[config.mk]
export PLATFORM = sky130hd
export DESIGN_NAME = escape_time_fractal_pixel_top
export DESIGN_NICKNAME = d
export VERILOG_FILES = /design/src/rtl/efp_pkg.sv /design/src/rtl/efp_mul.sv /design/src/rtl/efp_ramp.sv /design/src/rtl/escape_time_fractal_pixel_top.sv
export SDC_FILE = /design/constraint.sdc
export NUM_CORES = 2
export LEC_CHECK = 0
export BUFFER_PORTS_ARGS = -buffer_cell sky130_fd_sc_hd__buf_4
export CAP_MARGIN = 20
export CORE_MARGIN = 2
export CORE_UTILIZATION = 55
export DETAILED_ROUTE_END_ITERATION = 12
export PLACE_DENSITY = 0.78
export SYNTH_ARGS = -nofsm -noshare
export SYNTH_HDL_FRONTEND = slang
export SYNTH_SLANG_ARGS = --single-unit
[constraint.sdc]
create_clock -name clk -period 20 [get_ports clk]
set_input_delay 2 -clock clk [delete_from_list [all_inputs] [get_ports clk]]
set_output_delay 2 -clock clk [all_outputs]
set_load 0.05 [all_outputs]
[src/rtl/efp_pkg.sv]
// ----------------------------------------------------------------------------
// efp_pkg: shared types and helpers for the escape-time fractal pixel engine
// Fixed-point types, register indexes, sequencer states, 32-bit saturation.
// ----------------------------------------------------------------------------
package efp_pkg;

  // Signed Q8.24 coordinate and its full-width product.
  typedef logic signed [31:0] q824_t;
  typedef logic signed [63:0] prod_t;

  // One 8-bit color channel.
  typedef logic [7:0] chan_t;

  // Configuration register indexes.
  typedef enum logic [2:0] {
    REG_ORIGIN_X = 3'd0,
    REG_STEP_X   = 3'd1,
    REG_ORIGIN_Y = 3'd2,
    REG_STEP_Y   = 3'd3,
    REG_JULIA_RE = 3'd4,
    REG_JULIA_IM = 3'd5,
    REG_ESC_LIM  = 3'd6,
    REG_MODE     = 3'd7
  } cfg_reg_t;

  // Sequencer states.
  typedef enum logic [3:0] {
    S_IDLE,
    S_MX,
    S_MY,
    S_MZ,
    S_XX,
    S_YY,
    S_XY,
    S_UPD,
    S_DONE
  } state_t;

  // Clamp a wide signed value to the signed 32-bit range.
  function automatic q824_t sat32(input logic signed [47:0] v);
    if (v > 48'sd2147483647) begin
      return 32'sh7FFF_FFFF;
    end else if (v < -48'sd2147483648) begin
      return 32'sh8000_0000;
    end else begin
      return v[31:0];
    end
  endfunction

endpackage

[src/rtl/efp_mul.sv]
// ----------------------------------------------------------------------------
// efp_mul: shared signed multiplier
// One 32x32 signed multiply per cycle, product registered.
// ----------------------------------------------------------------------------
module efp_mul (
  input  logic           clk,
  input  efp_pkg::q824_t op_a,
  input  efp_pkg::q824_t op_b,
  output efp_pkg::prod_t prod_r
);
  import efp_pkg::*;

  prod_t prod_nxt;

  // Full-precision product of the two sign-extended 32-bit operands.
  assign prod_nxt = 64'(op_a) * 64'(op_b);

  always_ff @(posedge clk) begin
    prod_r <= prod_nxt;
  end

endmodule

[src/rtl/efp_ramp.sv]
// ----------------------------------------------------------------------------
// efp_ramp: incremental color ramp channel
// Tracks floor(i * SCALE / LIMIT) mod 256 as i steps up by one, using a
// quotient and a running remainder, so no divider is needed.
// ----------------------------------------------------------------------------
module efp_ramp #(
  parameter int SCALE = 255,
  parameter int LIMIT = 256
) (
  input  logic          clk,
  input  logic          rst_n,
  input  logic          clear,
  input  logic          step,
  output efp_pkg::chan_t level_r
);
  import efp_pkg::*;

  localparam int QUO = SCALE / LIMIT;
  localparam int REM = SCALE % LIMIT;
  localparam int RW  = $clog2(LIMIT) + 1;

  logic [RW-1:0] rem_r, rem_nxt;
  logic [RW:0]   rem_sum;
  chan_t         level_nxt;

  // Add the fixed remainder and carry into the quotient when it wraps.
  always_comb begin
    rem_sum   = {1'b0, rem_r} + (RW+1)'(REM);
    rem_nxt   = rem_r;
    level_nxt = level_r;
    if (clear) begin
      rem_nxt   = '0;
      level_nxt = '0;
    end else if (step) begin
      if (rem_sum >= (RW+1)'(LIMIT)) begin
        rem_nxt   = RW'(rem_sum - (RW+1)'(LIMIT));
        level_nxt = level_r + 8'(QUO) + 8'd1;
      end else begin
        rem_nxt   = RW'(rem_sum);
        level_nxt = level_r + 8'(QUO);
      end
    end
  end

  always_ff @(posedge clk) begin
    if (!rst_n) begin
      rem_r   <= '0;
      level_r <= '0;
    end else begin
      rem_r   <= rem_nxt;
      level_r <= level_nxt;
    end
  end

endmodule

[src/rtl/escape_time_fractal_pixel_top.sv]
// ----------------------------------------------------------------------------
// escape_time_fractal_pixel_top: Mandelbrot / Julia escape-time pixel engine
// Maps one pixel to a complex point and iterates z = z*z + c in Q8.24.
// ----------------------------------------------------------------------------
// One pixel request is worked at a time. All multiplications go through a
// single shared 32x32 multiplier: mapping the pixel multiplies the column and
// row by their steps, and each iteration of z = z*z + c runs the steps zx*zx,
// zy*zy, zx*zy and update. The escape test of an index reuses the squares of
// that iteration. The done state waits until the output register is free; the
// sequencer then loads the result into it and returns to idle, where the next
// request is accepted even while that result still waits to be taken.
module escape_time_fractal_pixel_top #(
  parameter int ITER_LIMIT = 256
) (
  input  logic        clk,
  input  logic        rst_n,
  // Configuration write port
  input  logic        cfg_we,
  input  logic [2:0]  cfg_index,
  input  logic [31:0] cfg_data,
  // Pixel request channel
  input  logic        in_valid,
  output logic        in_ready,
  input  logic [9:0]  in_pixel_x,
  input  logic [9:0]  in_pixel_y,
  // Result channel
  output logic        out_valid,
  input  logic        out_ready,
  output logic [9:0]  out_x,
  output logic [9:0]  out_y,
  output logic [23:0] out_pixel_color,
  output logic [8:0]  out_iterations,
  output logic        out_escaped
);
  import efp_pkg::*;

  localparam int CNT_W = $clog2(ITER_LIMIT + 1);

  // Configuration registers.
  q824_t       origin_x_r, step_x_r, origin_y_r, step_y_r;
  q824_t       julia_re_r, julia_im_r;
  logic [30:0] esc_lim_r;
  logic [1:0]  mode_r;

  // Sequencer and datapath state.
  state_t           state_r, state_nxt;
  logic [9:0]       px_r, px_nxt, py_r, py_nxt;
  q824_t            zx_r, zx_nxt, zy_r, zy_nxt;
  q824_t            cx_r, cx_nxt, cy_r, cy_nxt;
  prod_t            xx_r, xx_nxt, yy_r, yy_nxt;
  logic             first_r, first_nxt;
  logic [CNT_W-1:0] cnt_r, cnt_nxt;
  logic             esc_r, esc_nxt;
  logic [8:0]       iter_r, iter_nxt;

  // Output register.
  logic        out_valid_r, out_valid_nxt;
  logic [9:0]  out_x_r, out_x_nxt, out_y_r, out_y_nxt;
  logic [23:0] out_color_r, out_color_nxt;
  logic [8:0]  out_iter_r, out_iter_nxt;
  logic        out_esc_r, out_esc_nxt;

  // Shared multiplier and ramp channels.
  q824_t mul_a, mul_b;
  prod_t prod_r;
  logic  ramp_clear, ramp_step;
  chan_t red_r, green_r, blue_r;

  // Datapath helpers.
  logic               accept;
  logic               out_free;
  logic [63:0]        mag;
  logic [54:0]        lim_wide;
  logic               escape_hit;
  logic               last_iter;
  logic signed [63:0] diff;
  logic signed [47:0] map_x_sum, map_y_sum, upd_re_sum, upd_im_sum;

  efp_mul u_mul (
    .clk    (clk),
    .op_a   (mul_a),
    .op_b   (mul_b),
    .prod_r (prod_r)
  );

  efp_ramp #(.SCALE(255), .LIMIT(ITER_LIMIT)) u_ramp_red (
    .clk     (clk),
    .rst_n   (rst_n),
    .clear   (ramp_clear),
    .step    (ramp_step),
    .level_r (red_r)
  );

  efp_ramp #(.SCALE(128), .LIMIT(ITER_LIMIT)) u_ramp_green (
    .clk     (clk),
    .rst_n   (rst_n),
    .clear   (ramp_clear),
    .step    (ramp_step),
    .level_r (green_r)
  );

  efp_ramp #(.SCALE(64), .LIMIT(ITER_LIMIT)) u_ramp_blue (
    .clk     (clk),
    .rst_n   (rst_n),
    .clear   (ramp_clear),
    .step    (ramp_step),
    .level_r (blue_r)
  );

  // Configuration writes.
  always_ff @(posedge clk) begin
    if (!rst_n) begin
      origin_x_r <= -32'sd33554432;
      step_x_r   <= 32'sd65536;
      origin_y_r <= 32'sd33554432;
      step_y_r   <= -32'sd65536;
      julia_re_r <= '0;
      julia_im_r <= '0;
      esc_lim_r  <= 31'd67108864;
      mode_r     <= '0;
    end else if (cfg_we) begin
      case (cfg_reg_t'(cfg_index))
        REG_ORIGIN_X: origin_x_r <= cfg_data;
        REG_STEP_X:   step_x_r   <= cfg_data;
        REG_ORIGIN_Y: origin_y_r <= cfg_data;
        REG_STEP_Y:   step_y_r   <= cfg_data;
        REG_JULIA_RE: julia_re_r <= cfg_data;
        REG_JULIA_IM: julia_im_r <= cfg_data;
        REG_ESC_LIM:  esc_lim_r  <= cfg_data[30:0];
        REG_MODE:     mode_r     <= cfg_data[1:0];
        default: ;
      endcase
    end
  end

  // Handshake and escape test terms.
  assign accept     = in_valid && in_ready;
  assign out_free   = !out_valid_r || out_ready;
  assign mag        = 64'(xx_r) + 64'(prod_r);
  assign lim_wide   = {esc_lim_r, 24'd0};
  assign escape_hit = !first_r && (mag > 64'(lim_wide));
  assign last_iter  = (cnt_r == CNT_W'(ITER_LIMIT - 1));

  // Pixel mapping and iteration sums; the shifts are floor divisions.
  assign map_x_sum  = {{16{origin_x_r[31]}}, origin_x_r} + prod_r[47:0];
  assign map_y_sum  = {{16{origin_y_r[31]}}, origin_y_r} + prod_r[47:0];
  assign diff       = xx_r - yy_r;
  assign upd_re_sum = {{8{diff[63]}}, diff[63:24]} + {{16{cx_r[31]}}, cx_r};
  assign upd_im_sum = {{7{prod_r[63]}}, prod_r[63:23]} + {{16{cy_r[31]}}, cy_r};

  // Next-state logic.
  always_comb begin
    state_nxt = state_r;
    case (state_r)
      S_IDLE: if (accept) state_nxt = S_MX;
      S_MX:   state_nxt = S_MY;
      S_MY:   state_nxt = S_MZ;
      S_MZ:   state_nxt = S_XX;
      S_XX:   state_nxt = S_YY;
      S_YY:   state_nxt = S_XY;
      S_XY: begin
        if (first_r) begin
          state_nxt = S_UPD;
        end else if (escape_hit || last_iter) begin
          state_nxt = S_DONE;
        end else begin
          state_nxt = S_UPD;
        end
      end
      S_UPD:  state_nxt = S_XX;
      S_DONE: if (out_free) state_nxt = S_IDLE;
      default: state_nxt = S_IDLE;
    endcase
  end

  // Sequencer outputs: ready, multiplier operands and ramp control.
  always_comb begin
    in_ready   = 1'b0;
    mul_a      = zx_r;
    mul_b      = zx_r;
    ramp_clear = 1'b0;
    ramp_step  = 1'b0;
    case (state_r)
      S_IDLE: begin
        in_ready   = 1'b1;
        ramp_clear = 1'b1;
      end
      S_MX: begin
        mul_a = {22'd0, px_r};
        mul_b = step_x_r;
      end
      S_MY: begin
        mul_a = {22'd0, py_r};
        mul_b = step_y_r;
      end
      S_YY: begin
        mul_a = zy_r;
        mul_b = zy_r;
      end
      S_XY: begin
        mul_a     = zx_r;
        mul_b     = zy_r;
        ramp_step = !first_r && !escape_hit && !last_iter;
      end
      default: ;
    endcase
  end

  // Datapath register updates.
  always_comb begin
    px_nxt    = px_r;
    py_nxt    = py_r;
    zx_nxt    = zx_r;
    zy_nxt    = zy_r;
    cx_nxt    = cx_r;
    cy_nxt    = cy_r;
    xx_nxt    = xx_r;
    yy_nxt    = yy_r;
    first_nxt = first_r;
    cnt_nxt   = cnt_r;
    esc_nxt   = esc_r;
    iter_nxt  = iter_r;
    case (state_r)
      S_IDLE: begin
        if (accept) begin
          px_nxt    = in_pixel_x;
          py_nxt    = in_pixel_y;
          first_nxt = 1'b1;
          cnt_nxt   = '0;
        end
      end
      S_MY: begin
        zx_nxt = sat32(map_x_sum);
        cx_nxt = mode_r[0] ? julia_re_r : sat32(map_x_sum);
      end
      S_MZ: begin
        zy_nxt = sat32(map_y_sum);
        cy_nxt = mode_r[0] ? julia_im_r : sat32(map_y_sum);
      end
      S_YY: xx_nxt = prod_r;
      S_XY: begin
        yy_nxt = prod_r;
        if (!first_r) begin
          if (escape_hit) begin
            esc_nxt  = 1'b1;
            iter_nxt = 9'(cnt_r);
          end else if (last_iter) begin
            esc_nxt  = 1'b0;
            iter_nxt = 9'(ITER_LIMIT);
          end else begin
            cnt_nxt = cnt_r + CNT_W'(1);
          end
        end
      end
      S_UPD: begin
        zx_nxt    = sat32(upd_re_sum);
        zy_nxt    = sat32(upd_im_sum);
        first_nxt = 1'b0;
      end
      default: ;
    endcase
  end

  // Output register: loaded when the result is done and the slot is free.
  always_comb begin
    out_valid_nxt = out_valid_r;
    out_x_nxt     = out_x_r;
    out_y_nxt     = out_y_r;
    out_color_nxt = out_color_r;
    out_iter_nxt  = out_iter_r;
    out_esc_nxt   = out_esc_r;
    if (out_valid_r && out_ready) begin
      out_valid_nxt = 1'b0;
    end
    if ((state_r == S_DONE) && out_free) begin
      out_valid_nxt = 1'b1;
      out_x_nxt     = px_r;
      out_y_nxt     = py_r;
      out_iter_nxt  = iter_r;
      out_esc_nxt   = esc_r;
      if (!esc_r) begin
        out_color_nxt = '0;
      end else if (mode_r[1]) begin
        out_color_nxt = {red_r, green_r, blue_r};
      end else begin
        out_color_nxt = {red_r, 16'd0};
      end
    end
  end

  always_ff @(posedge clk) begin
    if (!rst_n) begin
      state_r     <= S_IDLE;
      first_r     <= 1'b1;
      cnt_r       <= '0;
      out_valid_r <= 1'b0;
    end else begin
      state_r     <= state_nxt;
      first_r     <= first_nxt;
      cnt_r       <= cnt_nxt;
      out_valid_r <= out_valid_nxt;
    end
  end

  always_ff @(posedge clk) begin
    px_r        <= px_nxt;
    py_r        <= py_nxt;
    zx_r        <= zx_nxt;
    zy_r        <= zy_nxt;
    cx_r        <= cx_nxt;
    cy_r        <= cy_nxt;
    xx_r        <= xx_nxt;
    yy_r        <= yy_nxt;
    esc_r       <= esc_nxt;
    iter_r      <= iter_nxt;
    out_x_r     <= out_x_nxt;
    out_y_r     <= out_y_nxt;
    out_color_r <= out_color_nxt;
    out_iter_r  <= out_iter_nxt;
    out_esc_r   <= out_esc_nxt;
  end

  assign out_valid       = out_valid_r;
  assign out_x           = out_x_r;
  assign out_y           = out_y_r;
  assign out_pixel_color = out_color_r;
  assign out_iterations  = out_iter_r;
  assign out_escaped     = out_esc_r;

  // An accepted request always starts with the column mapping multiply.
  a_accept_starts: assert property (@(posedge clk) disable iff (!rst_n)
    accept |=> state_r == S_MX)
    else $error("accepted request did not start mapping");

  // The iteration index never reaches the limit inside the loop.
  a_cnt_bound: assert property (@(posedge clk) disable iff (!rst_n)
    state_r == S_UPD |-> cnt_r < CNT_W'(ITER_LIMIT))
    else $error("iteration count beyond limit");

  // A new result only appears from the done state.
  a_result_from_done: assert property (@(posedge clk) disable iff (!rst_n)
    $rose(out_valid_r) |-> $past(state_r) == S_DONE)
    else $error("result appeared outside done state");

  // A point that never escaped is black.
  a_black_if_bounded: assert property (@(posedge clk) disable iff (!rst_n)
    out_valid_r && !out_esc_r |-> out_color_r == 24'd0)
    else $error("bounded point has nonzero color");

endmodule
* After elaboration in Yosys (flattened, before gate mapping)
Cells that the tools add are included.
Widths: inputs -> output; s select.
** Word-level totals
- Word-level logic and storage cells :: 163
- Output and inout port bits :: 56
- Input port bits :: 60
- Bits in registers :: 695
** Cells by class
- Multipliers :: 1
- $lt $le $gt $ge :: 12
- Muxes and demuxes :: 36
- Bitwise logic cells :: 2
- Reductions and logical operators :: 40
- Equality and inequality tests :: 21
- Add/sub/neg operators :: 16
** Operators by type and width (count)
- $mux 32 :: 10
- $pmux 32 s3 :: 2
- $pmux 32 s2 :: 2
- $add 48x48->48 :: 2
- $gt 48x32->1 const B :: 2
- $lt 48x32->1 const B :: 2
- $mux 9 :: 9
- $add 64x64->64 :: 1
- $gt 64x55->1 :: 1
- $mul 32x32->64 :: 1
- $sub 64x64->64 :: 1
- $add 41x32->42 :: 1
- $gt 42x32->1 const B :: 1
- $lt 42x32->1 const B :: 1
- $add 40x32->41 :: 1
- $gt 41x32->1 const B :: 1
- $lt 41x32->1 const B :: 1
- $pmux 4 s8 :: 1
- $ge 10x9->1 const B :: 3
- $reduce_and 2->1 :: 15
- $sub 9x9->9 const B :: 3
- $add 8x1->8 const B :: 3
- $add 9x8->10 const B :: 2
- $pmux 9 s2 :: 1
- 24 further kinds :: 61

* Logic depth before layout (Yosys ltp)
- Word-level depth :: 8
- Gate-level depth with buffers :: 39
- Depth with buffers taken out :: 35

* Modules after synthesis
A second synthesis with hierarchy kept.
** Second synthesis, totals
- Cell total of the unflattened synthesis :: 9170
- Area, all modules :: 81956.1 µm²
** By module, submodules not included
- escape_time_fractal_pixel_top :: times used 1, sequential area each 15014.4 µm², area each 41865.2 µm², cells an instance 4842
- efp_mul :: times used 1, sequential area each 1281.2 µm², area each 38286.7 µm², cells an instance 4127
- efp_ramp at u_ramp_red :: times used 1, sequential area each 340.3 µm², area each 832.0 µm², cells an instance 93
- efp_ramp at u_ramp_blue :: times used 1, sequential area each 220.2 µm², area each 540.5 µm², cells an instance 59
- efp_ramp at u_ramp_green :: times used 1, sequential area each 200.2 µm², area each 431.7 µm², cells an instance 49

* Worst setup path after synthesis
OpenSTA, ideal clock, no wires.
- Kind :: register to register
- Start point :: register state_r[0]
- End point :: register u_mul.prod_r[63]
- Stages on the path, launching flop included :: 32
- Buffers on the path :: 4
- Setup time :: 0.072 ns
- Path slack :: 9.159 ns
- Data arrival time :: 10.769 ns
- Clock period less this slack :: 10.841 ns
- Data required time :: 19.928 ns
- Path through :: dfxtp_1 -> inv_1 -> or3_1 -> clkbuf_1 -> nor2_1 -> clkbuf_1 -> a22o_1 -> clkbuf_1 -> nand2_1 -> fa_1 -> fa_1 -> fa_1 -> fa_1 -> inv_1 -> fa_1 -> fa_1 -> fa_1 -> fa_1 -> ha_1 -> clkbuf_1 -> a21oi_1 -> o21ai_0 -> a21o_1 -> a2111oi_0 -> o221ai_1 -> a311oi_1 -> o21a_1 -> o211ai_1 -> a21oi_1 -> o31ai_1 -> a21oi_1 -> xnor2_1
** Between the ends
- Longest elaborated chain between the ends :: 4
- Elaborated cells on any way between the ends :: 8
- Classes of those cells :: 1 x mul; 4 x eq/ne; 2 x mux; 1 x reduce/logical
** RTL lines
- from (decl) :: RTL line escape_time_fractal_pixel_top.sv:46 : state_t state_r, state_nxt;
- from (signal assigned) :: RTL line escape_time_fractal_pixel_top.sv:298 : state_r <= state_nxt;
- $eq 4x3->1 :: RTL line escape_time_fractal_pixel_top.sv:183 : case (state_r)
- $reduce_or 2->1 (no line)
- $pmux 32 s3 :: RTL line escape_time_fractal_pixel_top.sv:183
- $mul 32x32->64 (*) :: RTL line efp_mul.sv:16 : assign prod_nxt = 64'(op_a) * 64'(op_b);
- named net u_mul.prod_nxt[63] :: RTL line efp_mul.sv:13 : prod_t prod_nxt;
- to (signal assigned) :: RTL line efp_mul.sv:19 : prod_r <= prod_nxt;
- to (decl) :: RTL line efp_mul.sv:9 : output efp_pkg::prod_t prod_r
The timed path passes the listed nets; every way through them passes the cells marked *.
A chain may end at the register's enable or synchronous reset.

* Worst setup path in the final report
- Start point :: register state_r[2]
- End point :: register u_mul.prod_r[62]
Same word-level chain as after synthesis.

==> run_results.csv <==
group,metric,value,unit
run_status,status,"completed",
critical_path,cp-start-kind,"flop",
critical_path,reg2regPathDepth,32,
sta,maxSlewViolCount,0,
cts,holdBufCountCts,0,
yosys,synthArstFlopShare,0,%
cts,root_buffer,"clkbuf_16",
cts,ctsResizeCount,0,
global_route,antenna_found_initial,21,
floorplanning,initial_core_util,55.5,%
critical_path,crit_path_end_kind,"flop",
global_route,grt_overflow,0,
cts,cts_made_buffers,82,
yosys,syn_inst,8840,
floorplanning,die_w,382,um
hold_path,holdPathStages,0,
route,wirelength_met1,102,mm
finish,final_common_cell,"nand2_1",
critical_path,rrSetupSlack,7.99,ns
yosys,syn_nets,10500,
critical_path,r2r-end,"u_mul.prod_r[62]",
finish,final_cell_mix,"nand2_1, inv_1, fa_1",
sta,rsz0062_at_grt,"false",
floorplanning,die-height,382,um
route,dr_wl_met2,117,mm
critical_path,crit_type,"flop to flop",
critical_path,r2r_start,"state_r[2]",
global_route,grt_first_pass_wirelength,415,mm
run,drv_cap,0,
floorplanning,rows,138,
yosys,netlist_area,78600,sq um
route,routed_wl,276,mm
sta,setup_viol,0,
cts,cts.sinks,682,
hold_path,hold_path.class,"flop to flop",
floorplanning,core,142000,sq um
floorplanning,die_area,146000,sq um
cts,cts_tree,"done",
finish,drive_gt1_share,5.83,%
yosys,avgSynthCellArea,8.89,sq um
sta,period_needed,12.01,ns
route,wl_per_cell,25.7,um
finish,area_growth,7.76,%
yosys,ys_warn_count,0,
critical_path,path_common_cell,"fa_1",
global_route,first_global_vias,66700,
sta,tightest_slew,1.29,ns
route,drt_iter0_drc,7876,
route,drt_drc_violations_left,0,
yosys,yosysSeqAreaShare,21.7,%
placement,dp_hpwl,215,mm
placement,port_buffers,115,
sta,hold_viol,0,
cts,clk_path_buf_depth,3,
critical_path,critPathSlowestCell,"dfxtp_1",
cts,htreeDepth,3,
critical_path,slowest_delay,1.00,ns
yosys,ys.flop_type,"dfxtp_1",
global_route,track_usage,38.0,%
route,detail-route-antenna-nets,0,
sta,finalCritPeriodShare,60.0,%
floorplanning,io_pins,116,
sta,fmax,83.3,MHz
critical_path,crit_required,20.57,ns
finish,nets,10500,
cts,post_cts_buffers,0,
route,via_count,67200,
cts,clkTransAtPathRegs,0.06,ns
route,route.met3.wl,35.3,mm
critical_path,cp-startpoint,"state_r[2]",
route,via_per_inst,6.25,
route,drt_first_pass_iters,10,
placement,gp_congestion,1.08,
cts,clk_latency,0.72,ns
sta,worst_clock_skew,0.0441,ns
sta,relSlewSlack,13.3,%
critical_path,critPathMaxFanout,28,
yosys,ys_ff_latch,682,
hold_path,hp-start,"iter_r[0]",
critical_path,crit_end,"u_mul.prod_r[62]",
route,highest_layer,"met5",
global_route,grt_max_degree,92,
yosys,ys_types,90,
finish,fin_util,59.8,%
critical_path,arrival,12.58,ns
sta,fin_setup_tns,0,ns
yosys,synth_edf_count,340,
[synthesized netlist by cell type (all sizes together), types with 75 or more instances]
library cell,n,area [sq um]
a21boi,211,1580
a21o,188,1410
a21oi,515,2590
clkbuf,401,1510
dfxtp,342,6850
edfxtp,340,10200
fa,1087,21800
ha,522,6530
inv,1184,4440
nand2,1403,5270
nand3,127,636
nand4,86,544
nor2,737,2770
nor2b,103,652
nor3,77,390
o21a,75,563
o21ai,223,1120
xnor2,205,1800
xor2,108,946
[registers in the layout, indices dropped and copies added (netlist names), 24 cells and up]
signal and count:
step_y_r 32, step_x_r 32, origin_y_r 32, out_pixel_color 24
xx_r 64, origin_x_r 32, zx_r 32, esc_lim_r 31
zy_r 32, cy_r 32, julia_re_r 32, yy_r 64
u_mul.prod_r 64, julia_im_r 32, cx_r 32
[worst max-delay path, delay by kind of cell, from the launching register on]
kind | cells | cell delay (ns)
and+or+nand+nor | 9 | 2.63
DFF | 1 | 1.00
buffers and inverters | 6 | 1.18
adders and majority gates | 9 | 4.37
xor gates and xnor gates | 1 | 0.15
AOI/OAI and AO/OA | 7 | 2.52
[worst min-delay path by stage]
stage | endpoint | slack, ns
final | out_iterations[0] | 0.42
after global routing | out_iterations[0] | 0.42
after CTS | out_iterations[0] | 0.42
after detailed placement | out_iterations[0] | 0.41
after global placement | out_iterations[8] | 0.40
after floorplan | out_iterations[0] | 0.40
[routing by layer]
metal,global-route usage [%],vias to the layer above
met5,0,-
met2,55.9,4255
met4,23.0,28
li1,-,29000
met3,11.6,1068
met1,49.1,32800
[layout make-up]
| cell class | count | area (sq um) |
|---|---|---|
| tap | 1890 | 2360 |
| sequential | 682 | 17100 |
| multi-input combinational | 6548 | 55700 |
| clock buffer | 112 | 2320 |
| timing repair buffer | 283 | 2190 |
| antenna | 7 | 17.5 |
| fill | 12100 | 56900 |
| clock inverter | 42 | 514 |
| inverter | 1184 | 4440 |
[cell families (layout without fill, tap and decap cells)]
logic type	Yosys count	in the layout	share of synthesized area [%]
adders and majority gates	1609	1609	36.0
other	0	7	0
DFF	682	682	21.7
xor gates and xnor gates	313	313	3.49
AOI/OAI and AO/OA	1749	1749	14.9
muxes	43	43	0.550
buffers and inverters	1610	1621	7.73
and+or+nand+nor	2834	2834	15.6
[per-stage QoR]
step | instances | setup slack, ns | hold WS (ns) | cell area [sq um]
4_1_cts | 10700 | 8.36 | 0.419 | 84600
3_3_place_gp | 10600 | 8.63 | 0.405 | 81700
2_1_floorplan | 8840 | 9.16 | 0.400 | 78600
6_report | 10700 | 7.99 | 0.419 | 84600
5_1_grt | 10700 | 7.69 | 0.421 | 84600
3_5_place_dp | 10600 | 8.42 | 0.405 | 81700
Power is not shown: default switching activity piles up to over one toggle a cycle in this logic, so the estimate is an artifact.
